### src/rtl/assert_macros.svh
// Assertion macros used by the top-level RTL file.
`ifndef ASSERT_MACROS_SVH
`define ASSERT_MACROS_SVH
// Implication checked in the same cycle, disabled during reset.
`define ASSERT_IMPLY(label, clk, rst, a, b) \
  label: assert property (@(posedge clk) disable iff (rst) (a) |-> (b)) \
    else $error("assertion failed");
// Implication checked in the next cycle, disabled during reset.
`define ASSERT_NEXT(label, clk, rst, a, b) \
  label: assert property (@(posedge clk) disable iff (rst) (a) |=> (b)) \
    else $error("assertion failed");
`endif

### src/rtl/shrl_pkg.sv
// Types and constants of the sorted hash range lookup unit.
package shrl_pkg;
  localparam int TABLE_DEPTH = 16384;
  localparam int ADDR_W = $clog2(TABLE_DEPTH);
  localparam int CNT_W = ADDR_W + 1;
  localparam int MAX_RESULTS = 64;
  localparam int CAP_W = 7;

  typedef enum logic [1:0] {
    OP_CLEAR = 2'd0,
    OP_APPEND = 2'd1,
    OP_FIND = 2'd2,
    OP_PROBE = 2'd3
  } op_t;

  typedef enum logic [1:0] {
    PUSH_NONE,
    PUSH_MID,
    PUSH_END,
    PUSH_FLAG
  } push_t;

  typedef struct packed {
    logic  accept;
    logic  srch_rd;
    logic  srch_upd;
    logic  dn_init;
    logic  rd_i;
    logic  i_dec;
    logic  i_inc;
    logic  i_up;
    logic  take;
    logic  trunc_set;
    push_t push;
    logic  flag;
  } cmd_t;

  typedef struct packed {
    logic lo_lt_hi;
    logic hit;
    logic in_rng;
    logic below;
    logic above;
    logic i_zero;
    logic i_end;
    logic n_lt_cap;
    logic n_zero;
    logic out_busy;
  } sta_t;
endpackage

### src/rtl/shrl_controller.sv
// Controller state machine sequencing search, neighbour scan and probe walk.
module shrl_controller (
  input  logic           clk,
  input  logic           rst,
  input  logic           in_valid,
  input  logic [1:0]     op,
  output logic           in_stall,
  input  shrl_pkg::sta_t sta,
  output shrl_pkg::cmd_t cmd
);
  typedef enum logic [3:0] {
    S_IDLE, S_SRCH_RD, S_SRCH_CHK, S_DN_RD, S_DN_CHK, S_UP_RD, S_UP_CHK,
    S_PR_RD, S_PR_CHK, S_FINAL
  } state_t;

  state_t state, state_next;

  assign in_stall = state != S_IDLE;

  always_comb begin
    cmd = '0;
    cmd.push = shrl_pkg::PUSH_NONE;
    state_next = state;
    unique case (state)
      S_IDLE: begin
        if (in_valid) begin
          cmd.accept = 1'b1;
          if (op == shrl_pkg::OP_FIND) state_next = S_SRCH_RD;
          else if (op == shrl_pkg::OP_PROBE) state_next = S_PR_RD;
        end
      end
      S_SRCH_RD: begin
        if (sta.lo_lt_hi) begin
          cmd.srch_rd = 1'b1;
          state_next = S_SRCH_CHK;
        end else if (!sta.out_busy) begin
          cmd.push = shrl_pkg::PUSH_FLAG;
          state_next = S_IDLE;
        end
      end
      S_SRCH_CHK: begin
        if (sta.hit) begin
          cmd.dn_init = 1'b1;
          state_next = S_DN_RD;
        end else begin
          cmd.srch_upd = 1'b1;
          state_next = S_SRCH_RD;
        end
      end
      S_DN_RD: begin
        cmd.rd_i = 1'b1;
        state_next = S_DN_CHK;
      end
      S_DN_CHK: begin
        if (!sta.in_rng) begin
          cmd.i_up = 1'b1;
          state_next = S_UP_RD;
        end else if (!sta.n_lt_cap) begin
          cmd.trunc_set = 1'b1;
          state_next = S_FINAL;
        end else if (sta.n_zero || !sta.out_busy) begin
          // The previous match goes out only once a newer one is known.
          if (!sta.n_zero) cmd.push = shrl_pkg::PUSH_MID;
          cmd.take = 1'b1;
          if (sta.i_zero) begin
            cmd.i_up = 1'b1;
            state_next = S_UP_RD;
          end else begin
            cmd.i_dec = 1'b1;
            state_next = S_DN_RD;
          end
        end
      end
      S_UP_RD: begin
        if (sta.i_end) state_next = S_FINAL;
        else begin
          cmd.rd_i = 1'b1;
          state_next = S_UP_CHK;
        end
      end
      S_UP_CHK: begin
        if (!sta.in_rng) state_next = S_FINAL;
        else if (!sta.n_lt_cap) begin
          cmd.trunc_set = 1'b1;
          state_next = S_FINAL;
        end else if (!sta.out_busy) begin
          cmd.push = shrl_pkg::PUSH_MID;
          cmd.take = 1'b1;
          cmd.i_inc = 1'b1;
          state_next = S_UP_RD;
        end
      end
      S_FINAL: begin
        if (!sta.out_busy) begin
          cmd.push = shrl_pkg::PUSH_END;
          state_next = S_IDLE;
        end
      end
      S_PR_RD: begin
        if (!sta.i_end) begin
          cmd.rd_i = 1'b1;
          state_next = S_PR_CHK;
        end else if (!sta.out_busy) begin
          cmd.push = shrl_pkg::PUSH_FLAG;
          state_next = S_IDLE;
        end
      end
      S_PR_CHK: begin
        if (sta.below) begin
          cmd.i_inc = 1'b1;
          state_next = S_PR_RD;
        end else if (!sta.out_busy) begin
          cmd.push = shrl_pkg::PUSH_FLAG;
          cmd.flag = !sta.above;
          state_next = S_IDLE;
        end
      end
      default: state_next = S_IDLE;
    endcase
  end

  always_ff @(posedge clk) begin
    if (rst) state <= S_IDLE;
    else state <= state_next;
  end
endmodule

### config.mk
export PLATFORM = sky130hd
export DESIGN_NAME = shrl_controller
export DESIGN_NICKNAME = d
export VERILOG_FILES = /design/src/rtl/assert_macros.svh /design/src/rtl/shrl_pkg.sv /design/src/rtl/shrl_controller.sv
export SDC_FILE = /design/constraint.sdc
export NUM_CORES = 1
export LEC_CHECK = 0
export BUFFER_PORTS_ARGS = -buffer_cell sky130_fd_sc_hd__buf_2
export CAP_MARGIN = 20
export CORE_MARGIN = 10
export CORE_UTILIZATION = 44
export CTS_CLUSTER_DIAMETER = 100
export DETAILED_ROUTE_END_ITERATION = 7
export PLACE_DENSITY = 0.77
export SETUP_SLACK_MARGIN = 0.05
export SLEW_MARGIN = 10
export SYNTH_ARGS = -nofsm -noshare
export SYNTH_HDL_FRONTEND = slang
export SYNTH_SLANG_ARGS = --single-unit
### constraint.sdc
create_clock -name clk -period 2.1 [get_ports clk]
set_input_delay 0.42 -clock clk [delete_from_list [all_inputs] [get_ports clk]]
set_output_delay 0.42 -clock clk [all_outputs]
set_load 0.02 [all_outputs]
-- Word-level counts from Yosys, hierarchy flattened
Cells that the tools add are included.
- output and inout bits: 14
- word-level logic and storage cells: 81
- bits in registers: 4
- bits of input ports: 15
- reduce and logical (&&, ||, !) cells: 7
- equal/unequal tests: 15
- muxes and demuxes: 58
- operators with widths (operator ; number):
    4-bit two-way mux ; 16
    4-bit case mux with 10 select lines ; 1
    1-bit two-way mux ; 26
    4-bit by 3-bit == test with 1-bit output (second input constant) ; 4
    2-bit two-way mux ; 8
    2-bit case mux with 6 select lines ; 1
    3-bit two-way mux ; 3
    4-bit by 2-bit == test with 1-bit output (second input constant) ; 2
    4-bit == test (second input constant) ; 2
    4-bit != test (second input constant) ; 2
    2-bit == test (second input constant) ; 2
    4-bit by 1-bit == test with 1-bit output (second input constant) ; 1
    4-bit zero test ; 1
    1-bit case mux with 2 select lines ; 2
    2-bit case mux with 2 select lines ; 1
    4-bit AND reduction ; 1
    4-bit nonzero test ; 1
    3-bit != test (second input constant) ; 1
    1-bit zero test ; 2
    2-bit != test (second input constant) ; 1
    2-bit OR reduction ; 1
    1-bit logical OR ; 1

-- Logic depth before layout (Yosys ltp)
- depth after elaboration: 6
- mapped depth: 6
- gate-level depth less buffers: 5

-- Least setup slack after synthesis
Ideal clock, no wire load.
- path type: reg2out
- start: reg state[3]
- end: out cmd[7] (netlist name)
- slack: 24 ps
- path buffers: 1
- stages on the path, launching flop included: 4
- arrival time: 1656 ps
- cell sequence: dfxtp_1 -> clkbuf_1 -> or3_1 -> nor4b_1
- RTL lines (item ; line ; source):
    from (decl) ; shrl_controller.sv:16 ; state_t state, state_next;
    from (signal assigned) ; shrl_controller.sv:124 ; else state <= state_next;
    to (decl) ; shrl_controller.sv:9 ; output shrl_pkg::cmd_t cmd

==> impl_metrics.ini <==
[drt]
detail_route.vias_per_cell = 6.22
route.antenna.remaining_nets = 0
drt-initial-drc-count = 25
detail_route.first_pass.iterations = 4
vias = 840
detail_route.wl_per_cell_um = 16.8
totalWireLength_um = 2270
post-route-drc-count = 0

[clock_network]
ctsHtreeMaxLevel = 1
clkSinkCount = 4
max-clock-path-buffers = 2
post_cts_hold_buffer_count = 0
clk_latency_ns = 0.23
clk_pin_slew_ns = 0.04
cts_made_buffers = 3
tritoncts_clock_tree = yes
root_buffer = sky130_fd_sc_hd__clkbuf_4

[global_route]
number_of_antenna_violations_at_the_first_check_in_global_routing = 0
maximum_number_of_pins_on_one_net_before_global_route_repair = 17
grt_pass1_wl_um = 3590
globalRouteOverflowTotal = 0
grt_pass1_vias = 839
grtUsageTotal_pct = 12.3

[critical_path]
timing.rr.end = state[0]
worst_ep_arrival_time_ns = 1.71
timing.critical_path.slowest_stage_cell = sky130_fd_sc_hd__or3b_4
worst_path_fanout_max = 8
worstRegToRegCells = 5
cpPeakStageDelay_ns = 0.41
critical_path_required_ns = 1.68
critical_path_class = reg2out
worstPathCellList = or3b_4 > or3_4 > a31oi_2 > buf_4
worstSetupEndpointType = output port
r2r-start = state[2]
crit_path_start_kind = flip-flop
regToRegSetupSlack_ns = 0.45

[final_layout]
mostFrequentLayoutCells = 23 x sky130_fd_sc_hd__buf_2, 12 x sky130_fd_sc_hd__buf_4, 7 x sky130_fd_sc_hd__nand2_1
mostFrequentLayoutCell = sky130_fd_sc_hd__buf_2
finalNetCount = 137
area_delta_synth_final_pct = 38.0
largest_reg_flops = 4
n_antenna_cell = 0
drive_gt1_share_pct = 40.0
final_cell_count_no_fill = 135
top_register_by_number_of_flip_flops = state
largestRegisters = state (4)

[sta]
fin_worst_hold_slack_ns = 0.401
hold_violations = 0
grt_setup_unrepaired = yes
report.final.slew_viol_count = 0
min_period_over_period_pct = 102
finalSetupViolations = 1
relative_max_transition_margin_pct = 72.2
timing.clock.skew_ns = 0.00819
layout_setup_ws_ns = -0.0327
timing.fmax_ghz = 0.469
layout_min_cycle_time_ns = 2.13
timing_worst_slew_pin_value_ns = 0.413

[job]
count_of_max_cap_constraint_violations = 0

[logic_synthesis]
synth.ff_latch_count = 4
synth.net_count = 103
synth_top_cells_by_area = sky130_fd_sc_hd__dfxtp_1 13%, sky130_fd_sc_hd__nand2b_1 6.2%, sky130_fd_sc_hd__a21oi_1 5.0%
netlist.top_cell.by_area = sky130_fd_sc_hd__dfxtp_1
synth_top_cell_area_share_pct = 13.2
avgSynthCellArea_um2 = 6.88
synthesis.instances = 88
post_synth_num_cell_types = 37
yosysWarningCount = 0
post_synth_instance_area_um2 = 606
ys_seq_area_share_pct = 13.2

[floorplanning]
die_w_um = 57.1
io_pins = 29
floorplan.die_area_um2 = 3260
initial_core_util_pct = 46.5
std_cell_rows = 13
floorplan.die.height_um = 57.1
core_area_um2 = 1300

[pwr]
vdd.ir_drop.worst_v = 0.000643
static-leakage-power_nw = 0.357
power_per_cell_area_nw_per_um2 = 1200

[placement]
gp_congestion = 0.884
dp.final_hpwl_um = 1680
io_buffers = 28
place_inst = 131

[hold_path]
worstHoldPathCells = 2
hold_class = in2reg
start_point_of_the_worst_hold_path = rst
hold-path-endpoint = state[3]

[status]
failing_checks = negative setup slack
outcome = finished with violations
## metrics by stage
step / power (W) / util (%) / setup WS (ns) / area, um^2 / TNS (ns)
after floorplan: 0.000662 / - / 0.204 / 617 / 0
after global routing: 0.00108 / 64.2 / -0.0585 / 836 / -0.0818
after CTS: 0.000973 / 63.5 / 0.0500 / 826 / 0
final: 0.00100 / 64.2 / -0.0327 / 836 / -0.0327
after detailed placement: 0.000852 / 60.0 / 0.167 / 781 / 0
after global placement: 0.000841 / 60.0 / 0.194 / 781 / 0
## critical path: cells and delay by family (launching register included)
family | cells | cell delay, ns
DFF | 1 | 0.36
and+or+nand+nor | 2 | 0.78
buffers and inverters | 1 | 0.17
AOI/OAI and AO/OA | 1 | 0.18
## routing by layer
metal	vias to the layer above	part of all wire [%]	wire length (um)	global-route usage [%]
met2	41	49	1110	20.5
li1	399	-	-	-
met4	0	1.5	34	3.69
met5	-	0	0	0
met3	4	6.1	138	1.99
met1	396	44	991	15.7
## worst max-delay path by stage
| stage | startpoint | endpoint | slack (ns) | depth (start not counted) |
|---|---|---|---|---|
| after detailed placement | state[2] | cmd[2] | 0.17 | 6 |
| after global placement | state[2] | cmd[1] | 0.19 | 6 |
| after CTS | state[2] | cmd[1] | 0.05 | 4 |
| after global routing | state[2] | cmd[1] | -0.06 | 4 |
| final | state[2] | cmd[1] | -0.03 | 4 |
| after floorplan | state[1] | cmd[1] | 0.20 | 4 |
## area by class of cell
type,instances,area [um^2]
tap,15,18.8
inverter,3,11.3
multi-input combinational,75,492
sequential,4,86.3
timing repair buffer,35,205
clock buffer,3,22.5
fill,127,465
## logic make-up (layout without fill, tap and decap cells)
| group | count (synthesis) | after routing | synth area share, % |
|---|---|---|---|
| buf+inv | 9 | 41 | 8.47 |
| flops | 4 | 4 | 13.2 |
| simple gates | 51 | 51 | 51.4 |
| compound gates | 24 | 24 | 26.9 |
## synthesized netlist by cell type (all sizes together)
cell type and count:
or4b 1, a311oi 2, buf 4, or3b 1
nand3 6, or2 1, o21ai 4, nand2 7
o32ai 1, o22ai 1, nand2b 6, and4 1
a21oi 6, or3 2, nand3b 4, inv 3
a211oi 2, nor2b 4, nor4b 2, and3 2
and2 1, a221o 1, clkbuf 2, nand4 3
or4 1, a31oi 4, nor4 1, nor2 4
a21o 1, nor3 3, dfxtp 4, a31o 1
nor4bb 1, a22oi 1
## power by group
part / leakage, nW / internal [W] / switching, W / total (W)
Clock: 0.0138 / 0.0000638 / 0.0000297 / 0.0000934
Combinational: 0.309 / 0.000305 / 0.000428 / 0.000733
Sequential: 0.0342 / 0.000117 / 0.0000612 / 0.000178
Total: 0.357 / 0.000486 / 0.000519 / 0.00100
## what timing repair did
item,4_1_cts,5_1_grt
setup endpoints to repair,4,5
setup buffers,1,0
pin swaps,2,0
gates cloned,0,0
resized for setup,8,4
(Power assumes the default switching activity.)
